==> src/rtl/tmh_pkg.sv <==
// ============================================================================
// tmh_pkg
// Shared types and constants for the touch map and button hit test block.
// ============================================================================
package tmh_pkg;

   // Default geometry and table depth
   localparam int MAX_BUTTONS   = 16;
   localparam int SCREEN_WIDTH  = 480;
   localparam int SCREEN_HEIGHT = 320;

   // Field widths
   localparam int CAL_W   = 10;               // raw readings and calibration values
   localparam int DIFF_W  = CAL_W + 1;        // signed raw difference
   localparam int SIZE_W  = 13;               // screen size up to 8191
   localparam int PROD_W  = DIFF_W + SIZE_W + 1;
   localparam int MAG_W   = PROD_W;           // magnitude of the scaled difference
   localparam int QUO_W   = 16;               // quotient magnitude bits
   localparam int CMP_W   = CAL_W + QUO_W;    // divisor shifted by a quotient bit
   localparam int COORD_W = 16;
   localparam int HIT_W   = 16;
   localparam int COUNT_W = 5;
   localparam int SLOT_W  = 4;
   localparam int ADDR_W  = 3;

   // Divider pipeline: quotient bits resolved per stage
   localparam int DIV_STEP   = 4;
   localparam int DIV_STAGES = QUO_W / DIV_STEP;
   // difference, product, magnitude, divider stages, saturation
   localparam int PIPE_STAGES = DIV_STAGES + 4;

   // Stream word widths
   localparam int REQ_DATA_W = 104;
   localparam int RSP_DATA_W = 56;

   // Configuration register indexes
   typedef enum logic [ADDR_W-1:0] {
      REG_ROTATION   = 3'd0,
      REG_CAL_LEFT   = 3'd1,
      REG_CAL_RIGHT  = 3'd2,
      REG_CAL_TOP    = 3'd3,
      REG_CAL_BOTTOM = 3'd4,
      REG_MIN_PRESS  = 3'd5,
      REG_MAX_PRESS  = 3'd6,
      REG_BTN_COUNT  = 3'd7
   } tmh_reg_type;

   // Input kind carried on tuser
   typedef enum logic {
      CMD_SAMPLE = 1'b0,
      CMD_WRITE  = 1'b1
   } tmh_cmd_type;

   // One button rectangle, left in the lowest bits
   typedef struct packed {
      logic [15:0] height;
      logic [15:0] width;
      logic [15:0] top;
      logic [15:0] left;
   } tmh_rect_type;

   // Sideband that travels with each word through the pipeline
   typedef struct packed {
      tmh_cmd_type          cmd;
      logic [SLOT_W-1:0]    slot;
      tmh_rect_type         rect;
      logic                 touched;
      logic                 cal_error;
   } tmh_side_type;

endpackage

==> src/rtl/tmh_axis_map.sv <==
// ============================================================================
// tmh_axis_map
// Pipelined linear map of one raw axis: (raw - from) * SIZE / (to - from),
// truncated toward zero and saturated to 16-bit signed.
// ============================================================================
module tmh_axis_map #(
   parameter int SIZE = tmh_pkg::SCREEN_WIDTH
) (
   input  logic                                clock,
   input  logic [tmh_pkg::PIPE_STAGES-1:0]     stage_en,
   input  logic [tmh_pkg::CAL_W-1:0]           raw,
   input  logic [tmh_pkg::CAL_W-1:0]           from,
   input  logic [tmh_pkg::CAL_W-1:0]           to,
   output logic [tmh_pkg::COORD_W-1:0]         result
);
   import tmh_pkg::*;

   localparam logic signed [SIZE_W:0] SIZE_S = (SIZE_W+1)'(SIZE);
   localparam int SAT_STAGE = DIV_STAGES + 3;

   logic signed [DIFF_W-1:0] diff_ff, diff_in;
   logic signed [DIFF_W-1:0] span_ff, span_in;
   logic signed [DIFF_W-1:0] span1_ff;
   logic signed [PROD_W-1:0] prod_ff, prod_in;

   // Index 0 is the magnitude stage, 1..DIV_STAGES are divider stages
   logic [MAG_W-1:0]  rem_ff [DIV_STAGES+1];
   logic [MAG_W-1:0]  rem_in [DIV_STAGES+1];
   logic [QUO_W-1:0]  quo_ff [DIV_STAGES+1];
   logic [QUO_W-1:0]  quo_in [DIV_STAGES+1];
   logic [CAL_W-1:0]  den_ff [DIV_STAGES+1];
   logic              neg_ff [DIV_STAGES+1];
   logic              ovf_ff [DIV_STAGES+1];

   logic [CAL_W-1:0]   den_in;
   logic               neg_in;
   logic               ovf_in;
   logic [COORD_W-1:0] result_ff, result_in;

   // Raw difference and calibration span
   always_comb begin
      diff_in = $signed({1'b0, raw}) - $signed({1'b0, from});
      span_in = $signed({1'b0, to}) - $signed({1'b0, from});
   end

   always_ff @(posedge clock) begin
      if (stage_en[0]) begin
         diff_ff <= diff_in;
         span_ff <= span_in;
      end
   end

   // Scale by the screen size
   assign prod_in = PROD_W'(diff_ff) * PROD_W'(SIZE_S);

   always_ff @(posedge clock) begin
      if (stage_en[1]) begin
         prod_ff  <= prod_in;
         span1_ff <= span_ff;
      end
   end

   // Take magnitudes, sign of the quotient and the quotient overflow check
   always_comb begin
      logic [DIFF_W-1:0] span_abs;
      span_abs   = span1_ff[DIFF_W-1] ? DIFF_W'(-span1_ff) : DIFF_W'(span1_ff);
      rem_in[0]  = prod_ff[PROD_W-1] ? MAG_W'(-prod_ff) : MAG_W'(prod_ff);
      quo_in[0]  = '0;
      den_in     = span_abs[CAL_W-1:0];
      neg_in     = prod_ff[PROD_W-1] ^ span1_ff[DIFF_W-1];
      ovf_in     = CMP_W'(rem_in[0]) >= {den_in, {QUO_W{1'b0}}};
   end

   always_ff @(posedge clock) begin
      if (stage_en[2]) begin
         rem_ff[0] <= rem_in[0];
         quo_ff[0] <= quo_in[0];
         den_ff[0] <= den_in;
         neg_ff[0] <= neg_in;
         ovf_ff[0] <= ovf_in;
      end
   end

   // Restoring divider, DIV_STEP quotient bits per stage
   for (genvar d = 1; d <= DIV_STAGES; d++) begin : g_div
      always_comb begin
         logic [MAG_W-1:0] r;
         logic [QUO_W-1:0] q;
         logic [CMP_W-1:0] cmp;
         int               b;
         r = rem_ff[d-1];
         q = quo_ff[d-1];
         for (int s = 0; s < DIV_STEP; s++) begin
            b   = QUO_W - 1 - (d - 1) * DIV_STEP - s;
            cmp = CMP_W'(den_ff[d-1]) << b;
            if (CMP_W'(r) >= cmp) begin
               r    = r - cmp[MAG_W-1:0];
               q[b] = 1'b1;
            end
         end
         rem_in[d] = r;
         quo_in[d] = q;
      end

      always_ff @(posedge clock) begin
         if (stage_en[2+d]) begin
            rem_ff[d] <= rem_in[d];
            quo_ff[d] <= quo_in[d];
            den_ff[d] <= den_ff[d-1];
            neg_ff[d] <= neg_ff[d-1];
            ovf_ff[d] <= ovf_ff[d-1];
         end
      end
   end

   // Apply sign and saturate to 16-bit signed
   always_comb begin
      logic [QUO_W-1:0] q;
      q = quo_ff[DIV_STAGES];
      if (neg_ff[DIV_STAGES]) begin
         if (ovf_ff[DIV_STAGES] || q > 16'h8000) begin
            result_in = 16'h8000;
         end else begin
            result_in = 16'h0000 - q;
         end
      end else begin
         if (ovf_ff[DIV_STAGES] || q[QUO_W-1]) begin
            result_in = 16'h7FFF;
         end else begin
            result_in = q;
         end
      end
   end

   always_ff @(posedge clock) begin
      if (stage_en[SAT_STAGE]) begin
         result_ff <= result_in;
      end
   end

   assign result = result_ff;

endmodule
==> config.mk <==
export PLATFORM = sky130hd
export DESIGN_NAME = tmh_axis_map
export DESIGN_NICKNAME = d
export VERILOG_FILES = /design/src/rtl/tmh_pkg.sv /design/src/rtl/tmh_axis_map.sv
export SDC_FILE = /design/constraint.sdc
export NUM_CORES = 1
export LEC_CHECK = 0
export BUFFER_PORTS_ARGS = -buffer_cell sky130_fd_sc_hd__buf_2
export CAP_MARGIN = 40
export CORE_MARGIN = 4
export CORE_UTILIZATION = 59
export CTS_CLUSTER_DIAMETER = 80
export DETAILED_ROUTE_END_ITERATION = 8
export PLACE_DENSITY = 0.88
export SYNTH_ARGS = -nofsm -noshare
export SYNTH_HDL_FRONTEND = slang
export SYNTH_SLANG_ARGS = --single-unit
==> constraint.sdc <==
create_clock -name clock -period 10.93 [get_ports clock]
set_input_delay 0 -clock clock [delete_from_list [all_inputs] [get_ports clock]]
set_output_delay 0 -clock clock [all_outputs]
set_load 0.01 [all_outputs]
==> reports/qor.yml, run 1 <==
layout:
  layout.cells.most_common_list: "edfxtp_1 (236), inv_1 (219), ha_1 (212)"
  final_area_sq_mm: 0.0249
  synthToLayoutAreaGrowth_pct: 12.4
  mostFrequentLayoutCell: "edfxtp_1"
  drive_above_1_share_pct: 10.5
  nets: 2861
  fill_cell_count: 2677
  layout.core_utilization_pct: 67.7
placement:
  routabilityCongestion: 0.948
  portBuffers: 54
  placed_cell_area_sq_mm: 0.0232
  dpl.hpwl_um: 45200
cts:
  clkLatencyLatePin_ns: 0.60
  cts_htree_levels: 1
  cts_buffer_depth: 3
  cts_tree: "built"
  cts.sinks: 236
  cts_made_buffers: 28
  cts_root_buf: "clkbuf_16"
  post_cts_clock_slew_at_the_launch_and_capture_registers_of_the_worst_setup_and_hold_paths_ns: 0.07
synthesis:
  synth-async-reset-ratio_pct: 0
  synthesis.yosys.warnings: 0
  synth_area_leaders: "edfxtp_1 (32%), ha_1 (12%), xnor2_1 (4.8%), inv_1 (3.8%), a21oi_1 (3.5%)"
  yosysUniqueCellTypes: 97
  synthesis.area_sq_mm: 0.0221
  syn-mean-instance-area_sq_um: 9.13
  synth_flop_cell: "edfxtp_1"
  synth_seq_cells: 236
  synth_enable_flop_cells: 236
  netlist.area_leader.share_pct: 32.0
  seq_area_frac_synth_pct: 32.0
  synth_largest_area_cell: "edfxtp_1"
  postSynthCellCount: 2427
detailed_routing:
  vias: 20000
  drt_first_pass_iters: 6
  drcViolationCount: 0
  ant_nets: 0
  vias_per_cell: 6.53
  wl_per_cell_um: 20.2
  drt-initial-drc-count: 1971
  wirelength_um: 62100
grt:
  via_count_of_the_first_global_routing_pass: 19300
  globalRoute.totalOverflow: 0
  grt_start_max_net_pins: 41
  antenna_found_initial: 2
  grt_use_total_pct: 28.8
  grt_first_pass_wirelength_um: 97200
timing:
  hold_violations: 0
  fin_crit_ns: 10.70
  drv_slew: 0
  setup_viol: 0
  tightestPinTransition_ns: 0.878
  maxSlewHeadroom_pct: 41.0
  timing.final.crit_share_pct: 97.9
  grt_setup_unrepaired: "true"
  worst_clock_skew_ns: 0.0559
  max_clock_freq_mhz: 93.4
setup_path:
  cp-startpoint: "rem_ff[0][15]"
  worst_path_largest_cell_delay_ns: 0.41
  criticalPathCategory: "reg2reg"
  critical_path.endpoint_type: "register"
  critPathRequiredTime_ns: 11.24
  endpoint_of_the_lowest_slack_register_to_register_path: "rem_ff[0][39]"
  critical_path.startpoint_type: "register"
  reg2reg_depth: 55
  worstSetupEndpoint: "rem_ff[0][39]"
  critPathBufInv: 6
  worstPathArrival_ns: 11.01
  regToRegStartpoint: "rem_ff[0][15]"
  crit_path_max_fanout: 9
  critical_path.slowest_cell: "edfxtp_1"
  worst_path_dominant_cell_family: "compound AO/OA/AOI/OAI gates"
  timing.critical_path.depth: 55
  timing.reg2reg.setup_slack_ns: 0.23
  cp_common_cell: "a21o_1"
status:
  outcome: "completed"
floorplan:
  boundaryPins: 55
  initial_core_util_pct: 60.2
  die_area_sq_mm: 0.0407
  core_area_sq_mm: 0.0368
  x_dimension_of_the_die_um: 202
  chipHeight_um: 202
  rows: 70
hold_path:
  hold_class: "in2reg"
  min_delay_path_depth: 4
run:
  cap_violations: 0
==> kinds of logic after synthesis <==
logic type      count (synthesis)  share of synthesized area (%)
simple gates                  742                           17.2
xor+xnor                      181                           7.16
compound gates                680                           20.5
fa+ha+maj                     245                           15.0
mux                            68                           3.36
flops                         236                           32.0
other cells                     1                         0.0169
buf+inv                       274                           4.83
==> metal layers <==
layer | share of wire, % | GRT usage, % | routed length, um
met4 | 5.7 | 14.3 | 3530
met5 | 0 | 0 | 0
met3 | 7.1 | 3.69 | 4440
met1 | 38 | 34.8 | 23800
met2 | 49 | 50.6 | 30300
==> worst min-delay path by stage <==
stage                     start            end  slack, ns
global route        stage_en[2]  rem_ff[0][24]       0.04
floorplan           stage_en[2]   den_ff[0][0]       0.11
global placement     span_ff[2]    span1_ff[2]       0.40
detailed placement  stage_en[5]  quo_ff[0][55]       0.38
finish                  from[7]     diff_ff[7]       0.04
CTS                     from[2]     diff_ff[2]      0.006
==> repair_timing <==
item	in CTS	in global routing
cloned	0	2
hold endpoints to repair	176	0
setup buffers	0	15
endpoints found under the setup margin	14	55
hold buffers	46	0
pin swaps	1	12
resized for setup	4	42
==> metrics by stage <==
step | TNS [ns] | hold WS [ns] | setup slack, ns | cells
4_1_cts | 0 | 0.00555 | 0.0349 | 3049
2_1_floorplan | 0 | 0.112 | 0.0107 | 2434
3_3_place_gp | 0 | 0.401 | 0.0489 | 2948
5_1_grt | -2.71 | 0.0415 | -0.279 | 3068
3_5_place_dp | -1.11 | 0.379 | -0.183 | 2951
6_report | 0 | 0.0411 | 0.227 | 3068
==> cell usage after synthesis, types with 9 or more instances <==
master	n
edfxtp_1	236
inv_1	222
ha_1	212
nand2_1	186
nor2_1	180
a21oi_1	156
o21ai_0	144
xnor2_1	122
a21o_1	80
xor2_1	59
nor3_1	54
nand3_1	51
nand2b_1	43
mux2_2	38
nor2b_1	36
o21a_1	34
clkbuf_1	33
fa_1	33
or3_1	31
nand4_1	30
o211ai_1	28
o31ai_1	27
a21boi_0	25
a31oi_1	21
a211oi_1	19
nor4_1	19
mux2i_1	17
or4_1	17
o21bai_1	16
and2_1	14
and3_1	13
mux2_1	13
or2_2	12
o211a_1	11
o41ai_1	11
a31o_2	9
nand3b_1	9
o311ai_0	9
==> flip-flops by register name, summed over array words and instances, names as in the netlist <==
register and flops:
den_ff 40, diff_ff 11, neg_ff 5, ovf_ff 5, prod_ff 16, quo_ff 40
rem_ff 81, result 16, span1_ff 11, span_ff 11
==> worst min-delay path, cell delays in order <==
cell and delay, ns:
buf_2 0.10, inv_1 0.07, ha_1 0.18, xor2_1 0.11
==> area by class of cell <==
cell class                 instances  area [sq um]  area share (%)
multi-input combinational       1925         14200            56.9
sequential                       236          7090            28.5
timing repair buffer             160          1220            4.92
inverter                         226           851            3.42
clock buffer                      29           704            2.83
tap                              468           586            2.35
clock inverter                    23           265            1.07
antenna                            1          2.50          0.0101
Power of run 1 is left out: the tool's default activity adds up to more than one toggle a clock period on the data nets, which glitch-free logic cannot reach.
==> inputs of run 2 (changes only) <==
--- a/config.mk
+++ b/config.mk
@@ -12,6 +12,7 @@
 export CTS_CLUSTER_DIAMETER = 80
 export DETAILED_ROUTE_END_ITERATION = 8
 export PLACE_DENSITY = 0.88
+export RECOVER_POWER = 50
 export SYNTH_ARGS = -nofsm -noshare
 export SYNTH_HDL_FRONTEND = slang
 export SYNTH_SLANG_ARGS = --single-unit
==> reports/qor.yml, run 2 (same netlist as run 1, synthesis figures left out) <==
status:
  outcome: "finished, violations left"
  violations: "max-capacitance violations, max-slew violations"
cts:
  cts_tree: "built"
  cts_root_buf: "clkbuf_16"
  post_cts_clock_slew_at_the_launch_and_capture_registers_of_the_worst_setup_and_hold_paths_ns: 0.07  # about the same
  cts_made_buffers: 28  # unchanged
  cts_buffer_depth: 3  # unchanged
  cts.sinks: 236  # unchanged
  clkLatencyLatePin_ns: 0.60  # about the same
  cts_htree_levels: 1  # unchanged
floorplan:
  core_area_sq_mm: 0.0368  # unchanged
  x_dimension_of_the_die_um: 202  # unchanged
  rows: 70  # unchanged
  chipHeight_um: 202  # unchanged
  initial_core_util_pct: 60.2  # unchanged
  die_area_sq_mm: 0.0407  # unchanged
  boundaryPins: 55  # unchanged
setup_path:
  timing.reg2reg.setup_slack_ns: 0.20  # -0.03 ns
  endpoint_of_the_lowest_slack_register_to_register_path: "rem_ff[0][45]"
  critical_path.slowest_cell: "edfxtp_1"
  reg2reg_depth: 55  # unchanged
  critical_path.startpoint_type: "register"
  worstPathArrival_ns: 11.03  # +0.02 ns
  worst_path_dominant_cell_family: "compound AO/OA/AOI/OAI gates"
  cp_common_cell: "a21o_1"
  criticalPathCategory: "reg2reg"
  critical_path.endpoint_type: "register"
  critPathRequiredTime_ns: 11.23  # about the same
  regToRegStartpoint: "rem_ff[0][15]"
  critPathBufInv: 6  # unchanged
  worst_path_largest_cell_delay_ns: 0.41  # about the same
  crit_path_max_fanout: 9  # unchanged
  timing.critical_path.depth: 55  # unchanged
grt:
  via_count_of_the_first_global_routing_pass: 19300  # unchanged
  globalRoute.totalOverflow: 0  # unchanged
  antenna_found_initial: 2  # unchanged
  grt_start_max_net_pins: 41  # unchanged
  grt_use_total_pct: 28.8  # unchanged
  grt_first_pass_wirelength_um: 97200  # unchanged
detailed_routing:
  route.layer.met1.wl_um: 23800  # -0.16%
  wirelength_um: 62100  # about the same
  wl_per_cell_um: 20.2  # about the same
  vias: 20100  # +0.17%
  drcViolationCount: 0  # unchanged
  ant_nets: 0  # unchanged
  vias_per_cell: 6.54  # +0.17%
  dr_wl_met2_um: 30300  # about the same
  wl_met3_um: 4500  # +1.5%
  routed.top_layer: "met4"
  drt_first_pass_iters: 6  # unchanged
  drt-initial-drc-count: 1744  # -12%
layout:
  layout.cells.most_common_list: "edfxtp_1 (236), inv_1 (219), ha_1 (212)"
  top_regs: "rem_ff x81, den_ff x40, quo_ff x40"
  largest_reg_flops: 81  # unchanged
  largest-register: "rem_ff"
  drive_above_1_share_pct: 10.2  # -0.31 points
  mostFrequentLayoutCell: "edfxtp_1"
  nets: 2861  # unchanged
  fin_cells: 3068  # unchanged
  synthToLayoutAreaGrowth_pct: 12.2
  final_area_sq_mm: 0.0249  # -0.16%
timing:
  grt_setup_unrepaired: "true"
  hold_violations: 0  # unchanged
  setup_viol: 0  # unchanged
  timing.setup.tns_ns: 0  # unchanged
  max_clock_freq_mhz: 93.2  # -0.26%
  tightestPinTransition_ns: 2.25  # +1.37 ns
  drv_slew: 152  # +152
  worst_clock_skew_ns: 0.0585  # +0.00252 ns
  fin_crit_ns: 10.73  # +0.0280 ns
  worst_hold_slack_ns: 0.0396  # -0.00151 ns
  maxSlewHeadroom_pct: -49.8  # -91 points
  timing.final.crit_share_pct: 98.2  # +0.26 points
placement:
  portBuffers: 54  # unchanged
  dpl.hpwl_um: 45200  # unchanged
  cell_total_after_placement: 2951  # unchanged
  placed_cell_area_sq_mm: 0.0232  # unchanged
  routabilityCongestion: 0.948  # unchanged
hold_path:
  min_delay_path_depth: 4  # unchanged
  holdPathEnd: "diff_ff[7]"
  hold_class: "in2reg"
  min_from: "from[7]"
run:
  cap_violations: 4  # +4
[run 2: cell types whose count changed in the layout (fill, tap and decap cells not counted)]
cell and change:
buf_12 -2, buf_2 -6, clkbuf_1 +8
[run 2: timing repair]
item | 4_1_cts | 5_1_grt
setup buffers | 0 | 15
hold buffers | 46 | 0
cloned | 0 | 2
resized for setup | 4 | 42
hold endpoints to repair | 176 | 0
pin swaps | 1 | 12
endpoints found under the setup margin | 14 | 55
[run 2: how the worst max path moves through the flow]
stage	startpoint	endpoint	slack [ns]
after floorplan	rem_ff[0][15]	rem_ff[0][42]	0.01
after global placement	den_ff[0][30]	quo_ff[0][64]	0.05
after detailed placement	den_ff[0][30]	quo_ff[0][64]	-0.18
after CTS	den_ff[0][0]	rem_ff[0][45]	0.03
after global routing	rem_ff[0][15]	rem_ff[0][45]	-0.28
final	rem_ff[0][15]	rem_ff[0][45]	0.20
[run 2: area by class of cell]
class,count,area (sq um)
multi-input cells,1925,14200
fillers,2686,11900
flip-flops and latches,236,7090
repair buffers,160,1180
inverters,226,851
clock buffers,29,704
well taps,468,586
clock inverters,23,265
diodes,1,2.50
[run 2: per-stage QoR]
stage               utilization, %  setup WS (ns)
global placement              62.9         0.0489
detailed placement            63.0         -0.183
finish                        67.6          0.199
global route                  67.6         -0.279
floorplan                        -         0.0107
CTS                           66.9         0.0349
[run 2: worst register-to-register path: cells and delay by family (launching register included)]
family	cells	cell delay (ns)
muxes	3	1.09
and+or+nand+nor	14	2.44
buffers and inverters	6	0.54
AOI/OAI and AO/OA	27	4.53
DFF	1	0.41
adders and majority gates	5	1.44
[run 2: layer usage]
layer / vias to the layer above / track usage (%)
met4: 0 / 14.3
li1: 9280 / -
met5: - / 0
met2: 1063 / 50.6
met1: 9455 / 34.8
met3: 269 / 3.69
Power of run 2 is left out for the same reason.
